File: src/rtl/core/sdrs_pkg.sv
// shared types, widths and helpers for the strided dma row sequencer
`timescale 1ns / 1ps

package sdrs_pkg;

    localparam int MAIN_ADDR_BITS  = 24;
    localparam int LOCAL_ADDR_BITS = 12;
    localparam int LEN_BITS        = 12;
    localparam int BYTES_BITS      = LEN_BITS + 1;
    localparam int ROWS_BITS       = 8;
    localparam int CLK_BITS        = 16;
    // delay spans -1536 .. 65534, sign bit on top
    localparam int DELAY_BITS      = 18;
    localparam int Q_DEPTH         = 2;
    localparam int Q_PTR_BITS      = $clog2(Q_DEPTH);
    localparam int Q_CNT_BITS      = $clog2(Q_DEPTH + 1);

    localparam logic [LEN_BITS-1:0] IDLE_LENGTH = LEN_BITS'(12'hFF8);

    typedef enum logic {
        KIND_TICK    = 1'b0,
        KIND_REQUEST = 1'b1
    } t_kind;

    typedef struct packed {
        t_kind                      kind;
        logic [CLK_BITS-1:0]        clocks;
        logic                       direction;
        logic                       region;
        logic [MAIN_ADDR_BITS-1:0]  main_address;
        logic [LOCAL_ADDR_BITS-1:0] local_address;
        logic [LEN_BITS-1:0]        row_length;
        logic [ROWS_BITS-1:0]       row_count;
        logic [LEN_BITS-1:0]        row_skip;
    } t_item;

    typedef struct packed {
        logic                       row_valid;
        logic                       row_direction;
        logic                       row_region;
        logic [MAIN_ADDR_BITS-1:0]  row_main_address;
        logic [LOCAL_ADDR_BITS-1:0] row_local_address;
        logic [BYTES_BITS-1:0]      row_bytes;
        logic                       row_last;
        logic                       engine_busy;
        logic                       pending_full;
        logic [LEN_BITS-1:0]        length_readback;
    } t_result;

    // queue status seen by the front end
    typedef struct packed {
        logic full;
        logic empty;
    } t_q_status;

    // negative delay armed for one row: minus three times its count of eight-byte beats
    function automatic logic [DELAY_BITS-1:0] arm_delay(input logic [LEN_BITS-1:0] len);
        logic [DELAY_BITS-1:0] beats;
        logic [DELAY_BITS-1:0] cost;
        beats = DELAY_BITS'(len[LEN_BITS-1:3]) + DELAY_BITS'(1);
        cost  = beats + (beats << 1);
        return '0 - cost;
    endfunction

endpackage

File: src/rtl/core/sdrs_front.sv
// front end: takes input beats, masks request fields, pushes into the queue
`timescale 1ns / 1ps

module sdrs_front
    import sdrs_pkg::*;
(
    input  logic                       i_valid,
    output logic                       o_stall,
    input  logic                       i_kind,
    input  logic [CLK_BITS-1:0]        i_tick_clocks,
    input  logic                       i_req_direction,
    input  logic                       i_req_region,
    input  logic [MAIN_ADDR_BITS-1:0]  i_req_main_address,
    input  logic [LOCAL_ADDR_BITS-1:0] i_req_local_address,
    input  logic [LEN_BITS-1:0]        i_req_row_length,
    input  logic [ROWS_BITS-1:0]       i_req_row_count,
    input  logic [LEN_BITS-1:0]        i_req_row_skip,
    input  t_q_status                  i_q_status,
    output logic                       o_push,
    output t_item                      o_item
);

    assign o_stall = i_q_status.full;
    assign o_push  = i_valid && !i_q_status.full;

    // low three bits of addresses, length and skip are dropped
    always_comb begin
        o_item               = '0;
        o_item.kind          = i_kind ? KIND_REQUEST : KIND_TICK;
        o_item.clocks        = i_tick_clocks;
        o_item.direction     = i_req_direction;
        o_item.region        = i_req_region;
        o_item.main_address  = {i_req_main_address[MAIN_ADDR_BITS-1:3], 3'b000};
        o_item.local_address = {i_req_local_address[LOCAL_ADDR_BITS-1:3], 3'b000};
        o_item.row_length    = {i_req_row_length[LEN_BITS-1:3], 3'b000};
        o_item.row_count     = i_req_row_count;
        o_item.row_skip      = {i_req_row_skip[LEN_BITS-1:3], 3'b000};
    end

endmodule

File: src/rtl/core/sdrs_queue.sv
// short item queue between front and back end
`timescale 1ns / 1ps

module sdrs_queue
    import sdrs_pkg::*;
(
    input  logic      i_clk,
    input  logic      i_rst_n,
    input  logic      i_push,
    input  t_item     i_item,
    input  logic      i_pop,
    output t_item     o_item,
    output t_q_status o_status
);

    t_item                 r_slot [Q_DEPTH];
    logic [Q_PTR_BITS-1:0] r_wr_ptr;
    logic [Q_PTR_BITS-1:0] r_rd_ptr;
    logic [Q_CNT_BITS-1:0] r_count;

    assign o_item         = r_slot[r_rd_ptr];
    assign o_status.full  = (r_count == Q_CNT_BITS'(Q_DEPTH));
    assign o_status.empty = (r_count == '0);

    always_ff @(posedge i_clk) begin
        if (!i_rst_n) begin
            r_wr_ptr <= '0;
            r_rd_ptr <= '0;
            r_count  <= '0;
        end else begin
            if (i_push) begin
                r_wr_ptr <= (r_wr_ptr == Q_PTR_BITS'(Q_DEPTH - 1)) ? '0 : r_wr_ptr + 1'b1;
            end
            if (i_pop) begin
                r_rd_ptr <= (r_rd_ptr == Q_PTR_BITS'(Q_DEPTH - 1)) ? '0 : r_rd_ptr + 1'b1;
            end
            if (i_push && !i_pop) begin
                r_count <= r_count + 1'b1;
            end else if (i_pop && !i_push) begin
                r_count <= r_count - 1'b1;
            end
        end
    end

    always_ff @(posedge i_clk) begin
        if (i_push) begin
            r_slot[r_wr_ptr] <= i_item;
        end
    end

endmodule

File: src/rtl/core/sdrs_back.sv
// back end: slot state, delay counter, row issue and output register
`timescale 1ns / 1ps

module sdrs_back
    import sdrs_pkg::*;
(
    input  logic      i_clk,
    input  logic      i_rst_n,
    input  t_item     i_item,
    input  t_q_status i_q_status,
    output logic      o_pop,
    output logic      o_valid,
    input  logic      i_stall,
    output t_result   o_result
);

    // active slot
    logic                       r_active,   n_active;
    logic                       r_a_dir,    n_a_dir;
    logic                       r_a_region, n_a_region;
    logic [MAIN_ADDR_BITS-1:0]  r_a_main,   n_a_main;
    logic [LOCAL_ADDR_BITS-1:0] r_a_local,  n_a_local;
    logic [LEN_BITS-1:0]        r_a_len,    n_a_len;
    logic [ROWS_BITS-1:0]       r_a_rows,   n_a_rows;
    logic [LEN_BITS-1:0]        r_a_skip,   n_a_skip;
    logic [DELAY_BITS-1:0]      r_delay,    n_delay;
    // waiting slot
    logic                       r_waiting,  n_waiting;
    t_item                      r_w,        n_w;
    // output register
    logic                       r_out_valid;
    t_result                    r_out,      n_out;

    logic                       w_row;
    logic                       w_last;
    logic [DELAY_BITS-1:0]      w_sum;
    logic [BYTES_BITS-1:0]      w_bytes;

    assign o_pop    = !i_q_status.empty && (!r_out_valid || !i_stall);
    assign o_valid  = r_out_valid;
    assign o_result = r_out;

    assign w_sum   = r_delay + DELAY_BITS'(i_item.clocks);
    assign w_bytes = BYTES_BITS'(r_a_len) + BYTES_BITS'(8);
    assign w_last  = (r_a_rows == '0);
    assign w_row   = (i_item.kind == KIND_TICK) && r_active && !w_sum[DELAY_BITS-1];

    always_comb begin
        n_active   = r_active;
        n_a_dir    = r_a_dir;
        n_a_region = r_a_region;
        n_a_main   = r_a_main;
        n_a_local  = r_a_local;
        n_a_len    = r_a_len;
        n_a_rows   = r_a_rows;
        n_a_skip   = r_a_skip;
        n_delay    = r_delay;
        n_waiting  = r_waiting;
        n_w        = r_w;
        n_out      = '0;

        unique case (i_item.kind)
            KIND_REQUEST: begin
                if (!r_active) begin
                    // idle engine takes the request straight through
                    n_active   = 1'b1;
                    n_a_dir    = i_item.direction;
                    n_a_region = i_item.region;
                    n_a_main   = i_item.main_address;
                    n_a_local  = i_item.local_address;
                    n_a_len    = i_item.row_length;
                    n_a_rows   = i_item.row_count;
                    n_a_skip   = i_item.row_skip;
                    n_delay    = arm_delay(i_item.row_length);
                    n_waiting  = 1'b0;
                end else begin
                    n_waiting  = 1'b1;
                end
                n_w = i_item;
            end
            KIND_TICK: begin
                if (r_active) begin
                    n_delay = w_sum;
                end
                if (w_row) begin
                    n_out.row_valid         = 1'b1;
                    n_out.row_direction     = r_a_dir;
                    n_out.row_region        = r_a_region;
                    n_out.row_main_address  = r_a_main;
                    n_out.row_local_address = r_a_local;
                    n_out.row_bytes         = w_bytes;
                    n_out.row_last          = w_last;
                    n_a_local = r_a_local + LOCAL_ADDR_BITS'(w_bytes);
                    if (!w_last) begin
                        n_a_rows = r_a_rows - 1'b1;
                        n_a_main = r_a_main + MAIN_ADDR_BITS'(w_bytes)
                                 + MAIN_ADDR_BITS'(r_a_skip);
                        n_delay  = arm_delay(r_a_len);
                    end else if (r_waiting) begin
                        // transfer ends, pending request starts at once
                        n_a_dir    = r_w.direction;
                        n_a_region = r_w.region;
                        n_a_main   = r_w.main_address;
                        n_a_local  = r_w.local_address;
                        n_a_len    = r_w.row_length;
                        n_a_rows   = r_w.row_count;
                        n_a_skip   = r_w.row_skip;
                        n_delay    = arm_delay(r_w.row_length);
                        n_waiting  = 1'b0;
                    end else begin
                        n_active = 1'b0;
                        n_a_len  = IDLE_LENGTH;
                        n_a_main = r_a_main + MAIN_ADDR_BITS'(w_bytes);
                    end
                end
            end
            default: begin
                n_active = r_active;
            end
        endcase

        n_out.engine_busy     = n_active;
        n_out.pending_full    = n_waiting;
        n_out.length_readback = n_a_len;
    end

    always_ff @(posedge i_clk) begin
        if (!i_rst_n) begin
            r_active    <= 1'b0;
            r_a_dir     <= 1'b0;
            r_a_region  <= 1'b0;
            r_a_main    <= '0;
            r_a_local   <= '0;
            r_a_len     <= IDLE_LENGTH;
            r_a_rows    <= '0;
            r_a_skip    <= '0;
            r_delay     <= '0;
            r_waiting   <= 1'b0;
            r_w         <= '0;
            r_out_valid <= 1'b0;
        end else begin
            if (o_pop) begin
                r_active   <= n_active;
                r_a_dir    <= n_a_dir;
                r_a_region <= n_a_region;
                r_a_main   <= n_a_main;
                r_a_local  <= n_a_local;
                r_a_len    <= n_a_len;
                r_a_rows   <= n_a_rows;
                r_a_skip   <= n_a_skip;
                r_delay    <= n_delay;
                r_waiting  <= n_waiting;
                r_w        <= n_w;
            end
            if (o_pop) begin
                r_out_valid <= 1'b1;
            end else if (!i_stall) begin
                r_out_valid <= 1'b0;
            end
        end
    end

    always_ff @(posedge i_clk) begin
        if (o_pop) begin
            r_out <= n_out;
        end
    end

    a_idle_length: assert property (@(posedge i_clk) disable iff (!i_rst_n)
        !r_active |-> (r_a_len == IDLE_LENGTH))
        else $error("idle engine does not read back idle length");

    a_no_wait_idle: assert property (@(posedge i_clk) disable iff (!i_rst_n)
        !r_active |-> !r_waiting)
        else $error("pending request left while engine idle");

    a_row_aligned: assert property (@(posedge i_clk) disable iff (!i_rst_n)
        (r_out_valid && r_out.row_valid) |-> (r_out.row_bytes[2:0] == 3'b000 &&
        r_out.row_bytes != '0))
        else $error("row byte count misaligned");

    a_mid_row_busy: assert property (@(posedge i_clk) disable iff (!i_rst_n)
        (o_pop && w_row && !w_last) |=> r_active)
        else $error("engine went idle in the middle of a transfer");

    a_request_busy: assert property (@(posedge i_clk) disable iff (!i_rst_n)
        (o_pop && i_item.kind == KIND_REQUEST) |=> (r_active && r_out.engine_busy))
        else $error("request did not leave the engine busy");

endmodule

File: src/rtl/core/strided_dma_row_sequencer.sv
// top level of the strided dma row sequencer
`timescale 1ns / 1ps

//  channel  direction  handshake            payload
//  in       to block   i_valid / o_stall    i_kind, i_tick_clocks, i_req_*
//  out      from block o_valid / i_stall    o_row_*, o_engine_busy, o_pending_full,
//                                           o_length_readback
//
//  one result beat per input beat; one item per cycle sustained while i_stall is low;
//  each item passes the queue write, then the back-end update into the output register
//  the two-entry queue lets input beats land while the output register is stalled
//  o_stall rises only when the queue is full
//  reset is synchronous, active low; it clears both slots and the queue

module strided_dma_row_sequencer
    import sdrs_pkg::*;
(
    input  logic                       i_clk,
    input  logic                       i_rst_n,
    // input beats
    input  logic                       i_valid,
    output logic                       o_stall,
    input  logic                       i_kind,
    input  logic [CLK_BITS-1:0]        i_tick_clocks,
    input  logic                       i_req_direction,
    input  logic                       i_req_region,
    input  logic [MAIN_ADDR_BITS-1:0]  i_req_main_address,
    input  logic [LOCAL_ADDR_BITS-1:0] i_req_local_address,
    input  logic [LEN_BITS-1:0]        i_req_row_length,
    input  logic [ROWS_BITS-1:0]       i_req_row_count,
    input  logic [LEN_BITS-1:0]        i_req_row_skip,
    // result beats
    output logic                       o_valid,
    input  logic                       i_stall,
    output logic                       o_row_valid,
    output logic                       o_row_direction,
    output logic                       o_row_region,
    output logic [MAIN_ADDR_BITS-1:0]  o_row_main_address,
    output logic [LOCAL_ADDR_BITS-1:0] o_row_local_address,
    output logic [BYTES_BITS-1:0]      o_row_bytes,
    output logic                       o_row_last,
    output logic                       o_engine_busy,
    output logic                       o_pending_full,
    output logic [LEN_BITS-1:0]        o_length_readback
);

    t_q_status w_q_status;
    t_item     w_push_item;
    t_item     w_head_item;
    logic      w_push;
    logic      w_pop;
    t_result   w_result;

    // front end: field masking and kind decode
    sdrs_front u_front (
        .i_valid             (i_valid),
        .o_stall             (o_stall),
        .i_kind              (i_kind),
        .i_tick_clocks       (i_tick_clocks),
        .i_req_direction     (i_req_direction),
        .i_req_region        (i_req_region),
        .i_req_main_address  (i_req_main_address),
        .i_req_local_address (i_req_local_address),
        .i_req_row_length    (i_req_row_length),
        .i_req_row_count     (i_req_row_count),
        .i_req_row_skip      (i_req_row_skip),
        .i_q_status          (w_q_status),
        .o_push              (w_push),
        .o_item              (w_push_item)
    );

    // decoupling queue
    sdrs_queue u_queue (
        .i_clk    (i_clk),
        .i_rst_n  (i_rst_n),
        .i_push   (w_push),
        .i_item   (w_push_item),
        .i_pop    (w_pop),
        .o_item   (w_head_item),
        .o_status (w_q_status)
    );

    // back end: slot state, delay, row issue
    sdrs_back u_back (
        .i_clk      (i_clk),
        .i_rst_n    (i_rst_n),
        .i_item     (w_head_item),
        .i_q_status (w_q_status),
        .o_pop      (w_pop),
        .o_valid    (o_valid),
        .i_stall    (i_stall),
        .o_result   (w_result)
    );

    assign o_row_valid         = w_result.row_valid;
    assign o_row_direction     = w_result.row_direction;
    assign o_row_region        = w_result.row_region;
    assign o_row_main_address  = w_result.row_main_address;
    assign o_row_local_address = w_result.row_local_address;
    assign o_row_bytes         = w_result.row_bytes;
    assign o_row_last          = w_result.row_last;
    assign o_engine_busy       = w_result.engine_busy;
    assign o_pending_full      = w_result.pending_full;
    assign o_length_readback   = w_result.length_readback;

endmodule
File: config.mk
export PLATFORM = sky130hd
export DESIGN_NAME = strided_dma_row_sequencer
export DESIGN_NICKNAME = d
export VERILOG_FILES = /design/src/rtl/core/sdrs_pkg.sv /design/src/rtl/core/sdrs_front.sv /design/src/rtl/core/sdrs_queue.sv /design/src/rtl/core/sdrs_back.sv /design/src/rtl/core/strided_dma_row_sequencer.sv
export SDC_FILE = /design/constraint.sdc
export NUM_CORES = 1
export LEC_CHECK = 0
export ABC_AREA = 1
export BUFFER_PORTS_ARGS = -buffer_cell sky130_fd_sc_hd__buf_2
export CAP_MARGIN = 20
export CORE_MARGIN = 10
export CORE_UTILIZATION = 35
export DETAILED_ROUTE_END_ITERATION = 16
export MAX_ROUTING_LAYER = met4
export PLACE_DENSITY = 0.58
export SETUP_SLACK_MARGIN = 0.2
export SLEW_MARGIN = 15
export SYNTH_ARGS = -nofsm -noshare
export SYNTH_HDL_FRONTEND = slang
export SYNTH_SLANG_ARGS = --single-unit
File: constraint.sdc
create_clock -name i_clk -period 4.6 [get_ports i_clk]
set_input_delay 0.23 -clock i_clk [delete_from_list [all_inputs] [get_ports i_clk]]
set_output_delay 0.23 -clock i_clk [all_outputs]
set_load 0.05 [all_outputs]
; Word-level counts from Yosys, hierarchy flattened
; Memories as Yosys holds them, arrays and structs flattened. A register that Yosys moved wholly into a read port is not among the register bits.
; Cells that the tools add are included.
; W data, S select, Z words.
[word_totals]
reg_bits = 232
ram_bits = 150
inputBits = 91
out_inout_bits = 69
word_cells = 144
memories = 1
[memory_table]
columns = name, words, width, rd, rd_clocked_by_memory_dff, wr, line
row1 = u_queue.r_slot, 2, 75, 1, 1, 1, sdrs_queue.sv:16  ; t_item r_slot [Q_DEPTH];
[op_classes]
addsub = 19
eq_ne = 7
muxes = 61
bitwise = 2
reduce_logical = 23
[ops]
columns = operator, n
row1 = $mux W12, 12
row2 = $mux W24, 4
row3 = $mux W18, 5
row4 = $pmux W12 S2, 3
row5 = $add A18 B18 Y18, 3
row6 = $sub A1 B18 Y18 const A, 3
row7 = $mux W53, 1
row8 = $pmux W24 S2, 1
row9 = $pmux W18 S2, 1
row10 = $mux W8, 4
row11 = $add A9 B1 Y10 const B, 3
row12 = $add A24 B12 Y24, 1
row13 = $add A24 B13 Y24, 1
row14 = $mux W1, 23
row15 = $add A18 B16 Y18, 1
row16 = $pmux W8 S2, 1
row17 = $add A12 B4 Y13 const B, 1
row18 = $add A12 B12 Y12, 1
row19 = $logic_not A8 Y1, 1
row20 = $ne A2 B1 Y1 const B, 4
row21 = $pmux W1 S2, 4
row22 = $sub A8 B1 Y8 const B, 1
row23 = $logic_not A1 Y1, 7
row24 = $logic_and A1 B1 Y1, 6
row25 = other kinds (16), 20

; Depth between registers and ports, before layout
[depth]
word_depth = 7
mapped_depth = 29
ltp_nobuf = 29

; Hierarchy
; From an unflattened synthesis, not the netlist that was laid out.
[unflattened]
cells_unflattened = 2636
hier_area_um2 = 22984.5
[modules_own_cells]
columns = mod, instances, cells_each, area_per_inst_um2, seq_area_each_um2
row1 = sdrs_back, 1, 2239, 15683.8, 5235.0
row2 = sdrs_queue, 1, 306, 6626.4, 5325.1
row3 = sdrs_front, 1, 91, 674.4, 0.0

; Worst setup path before layout
; No wires, ideal clock.
[synth_path]
path_type = reg-to-reg
start = reg u_queue.r_count[1]
end = mem u_queue.r_slot[1][0] (netlist name), enable pin
setup_time_ns = 0.510
arrival_ns = 3.684
required_ns = 4.090
path_slack_ns = 0.405
stages_incl_launch_ff = 4
n_path_buf = 0
period_less_slack_ns = 4.195
path_cell_list = dfxtp_1 -> inv_1 -> o21ai_0 -> nor2_1
[synth_between]
elab_chain_cells = 5
[synth_lines]
columns = item, line
row1 = start: declaration, sdrs_queue.sv:19  ; logic [Q_CNT_BITS-1:0] r_count;
row2 = start signal: assignment, sdrs_queue.sv:38  ; r_count <= r_count + 1'b1;
row3 = start signal: assignment, sdrs_queue.sv:40  ; r_count <= r_count - 1'b1;
row4 = $eq A2 B2 Y1, sdrs_queue.sv:22  ; assign o_status.full = (r_count == Q_CNT_BITS'(Q_DEPTH));
row5 = $logic_not A1 Y1, sdrs_front.sv:24  ; assign o_push = i_valid && !i_q_status.full;
row6 = $logic_and A1 B1 Y1, sdrs_front.sv:24
row7 = $mux W1, sdrs_queue.sv:46  ; if (i_push) begin
row8 = $mux W1 (not written as such), sdrs_queue.sv:47  ; r_slot[r_wr_ptr] <= i_item;
row9 = end: declaration, sdrs_queue.sv:16
; No other way between the ends.

; Worst setup path after layout
[layout_path]
start = reg u_back.r_a_len[4]
end = reg u_back.r_a_main[20]
[layout_between]
elab_chain_cells = 6
word_cells_on_any_way = 7
cone_classes = add/sub: 3 / mux: 4
[layout_lines]
columns = item, line
row1 = start: declaration, sdrs_back.sv:23  ; logic [LEN_BITS-1:0] r_a_len, n_a_len;
row2 = start signal: assignment, sdrs_back.sv:148  ; r_a_len <= n_a_len;
row3 = $add A12 B4 Y13 (*), sdrs_back.sv:44  ; assign w_bytes = BYTES_BITS'(r_a_len) + BYTES_BITS'(8);
row4 = named net u_back.w_bytes[8], sdrs_back.sv:37  ; logic [BYTES_BITS-1:0] w_bytes;
row5 = $add A24 B13 Y24 (*), "sdrs_back.sv:96, sdrs_back.sv:113"
row6 = $add A24 B12 Y24 / $mux W24 (equally long branches), "sdrs_back.sv:97, sdrs_back.sv:99"
row7 = $mux W24 (*), sdrs_back.sv:94  ; if (!w_last) begin
row8 = $mux W24 (*), sdrs_back.sv:85  ; if (w_row) begin
row9 = $pmux W24 S2 (*), sdrs_back.sv:62  ; unique case (i_item.kind)
row10 = end signal: assignment, sdrs_back.sv:146  ; r_a_main <= n_a_main;
row11 = end: declaration, sdrs_back.sv:21  ; logic [MAIN_ADDR_BITS-1:0] r_a_main, n_a_main;
; Mark *: on every way through the listed nets, which the timed path passes. The rest lies on a longest branch. The select of a mux whose other input is x is not followed.
; A chain may end at the register's enable or synchronous reset.

==> out/metrics.yaml <==
synth_seq_area_share_pct: 46.7
dp_hpwl_um: 43500
numCtsBuffers: 41
clkLatencyLatePin_ps: 580
ys_top_cells_by_area: "edfxtp_1 32%, dfxtp_1 15%, nand2_1 12%"
fillCellCount: 5861
outcome: "finished, final reports clean"
fmax_mhz: 247
holdCritPathClass: "in -> reg"
slew_headroom_pct: 35.9
io_pins: 160
routabilityCongestion: 0.888
cp-end-kind: "flop"
synth-edff-count: 217
period_minus_slack_ps: 4050
routed-via-count: 17500
synth_nets: 2725
clock-sinks: 368
netlist_area_um2: 20400
critPathRequiredTime_ps: 5120
worst_pin_slew_ps: 961
dieWidth_um: 262
min_period_over_period_pct: 88.0
yosysMostFrequentCell: "nand2_1"
cp_slowest_cell: "dfxtp_2"
cts_tree: "done"
slew_violations: 0
drt_wl_total_um: 59300
avgSynthCellArea_um2: 8.11
rsz0062_at_grt: "true"
yosys.area.top_type_share_pct: 31.9
antenna_left: 0
drt_drc_violations_left: 0
start_util_pct: 35.4
clockBufferDepth: 3
fin_worst_skew_ps: 16.0
async_flop_share_pct: 0
drt-vias-per-instance: 4.95
cp_max_fo: 6
arrival_ps: 4560
synth_commonest_cells: "666 x nand2_1, 246 x nor2_1, 244 x inv_1"
grt_overflow: 0
numPortBuffers: 147
core_um2: 57700
grt_max_degree: 89
yosys_warnings: 0
grt_pass1_vias: 16600
drtPass1Iterations: 5
syn_inst: 2520
ys_types: 56
setup_tns_ps: 0
antenna_found_initial: 2
drive_above_1_share_pct: 12.0
wl_per_cell_um: 16.8
dieArea_um2: 68400
critPathKind: "reg -> reg"
slowest_delay_ps: 390
hold_viol: 0
num-nets-final: 2938
synth_top_area_cell: "edfxtp_1"
first_iter_violations: 1221
ys_ff_latch: 368
gr-usage-all-layers_pct: 17.5
htree_levels: 2
rows: 88
clock-root-buffer: "clkbuf_16"
drv_cap: 0
setup_viol: 0
ys.flop_type: "edfxtp_1"
die_h_um: 262
grt_pass1_wl_um: 92400
clk_pin_slew_ps: 60
syn2layout_area_growth_pct: 19.2
critPathLaunchType: "flop"
==> logic make-up (layout without fill, tap and decap cells) <==
kind of cell,Yosys count,count (layout),synth area share [%]
other cells,0,3,0
buf+inv,348,593,6.87
mux,22,22,1.08
flops,368,368,46.7
xor+xnor,52,52,2.23
simple gates,1109,1109,22.4
fa+ha+maj,114,114,7.13
compound gates,507,507,13.6
==> layout by cell type, fill, tap and decap left out, drive strengths merged, types with 20 or more instances in the layout <==
| master | count |
|---|---|
| clkbuf | 49 |
| buf | 186 |
| mux2i | 22 |
| nand2 | 674 |
| dfxtp | 151 |
| nand3 | 122 |
| a211oi | 27 |
| clkinv | 20 |
| inv | 253 |
| edfxtp | 217 |
| dlygate4sd3 | 77 |
| nor2 | 260 |
| a21oi | 211 |
| o21ai | 205 |
| ha | 110 |
| xor2 | 40 |
==> layout make-up <==
class	instances	area, µm²	share of cell area (%)
Clock buffer	49	1080	4.42
Clock inverter	26	315	1.29
Antenna cell	3	7.51	0.0308
Tap cell	765	957	3.93
Multi-Input combinational cell	1804	9660	39.7
Timing Repair Buffer	263	1830	7.50
Sequential cell	368	9550	39.2
Inverter	255	963	3.96
==> metal layers <==
| metal | GRT usage [%] | vias to the layer above | wire length (µm) |
|---|---|---|---|
| li1 | - | 8842 | - |
| met1 | 24.9 | 8140 | 29700 |
| met2 | 25.8 | 438 | 25400 |
| met3 | 2.35 | 67 | 3160 |
| met4 | 4.27 | 0 | 1050 |
| met5 | - | - | 0 |
==> repair_timing <==
item,in CTS,in global routing
hold buffers,77,0
setup endpoints to repair,0,15
hold endpoints to repair,152,0
gates resized for setup,0,34
setup buffers,0,4
==> state kept, by name, summed over array words and instances, names as in the netlist, 9 cells and up, named ones only <==
name / count
u_back.o_result: 67
u_back.r_a_len: 12
u_back.r_a_local: 12
u_back.r_a_main: 24
u_back.r_a_skip: 9
u_back.r_delay: 18
u_back.r_w: 58
u_queue.r_slot: 150
==> stage by stage <==
stage	utilization (%)	worst slack [ps]	cells	instance area [µm²]	hold WS, ps
4_1_cts	41.9	295	3526	24200	284
3_5_place_dp	38.1	324	3374	22000	421
3_3_place_gp	38.1	352	3374	22000	418
6_report	42.2	554	3533	24400	310
5_1_grt	42.2	88.9	3532	24400	372
2_1_floorplan	-	405	2520	20400	329
==> worst paths after layout <==
kind	startpoint	end	slack [ps]	cells after the start
worst max-delay path	u_back.r_a_len[4]	u_back.r_a_main[20]	550	26
worst min-delay path	i_valid	u_queue.r_wr_ptr	310	5
worst max register to register	u_back.r_a_len[4]	u_back.r_a_main[20]	550	26
worst min register to register	u_queue.r_rd_ptr	flop	440	1
==> worst max-delay path, delay by kind of cell, from the launching register on <==
kind / cells / cell delay [ps]
AO/OA/AOI/OAI: 2 / 200
adder cells (fa/ha/maj): 2 / 670
XOR/XNOR: 2 / 370
flip-flops: 1 / 390
AND/OR/NAND/NOR: 16 / 1890
buffers and inverters: 4 / 460
Power is left out: the tool's default activity adds up to more than one toggle a clock period on the data nets, which glitch-free logic cannot reach.
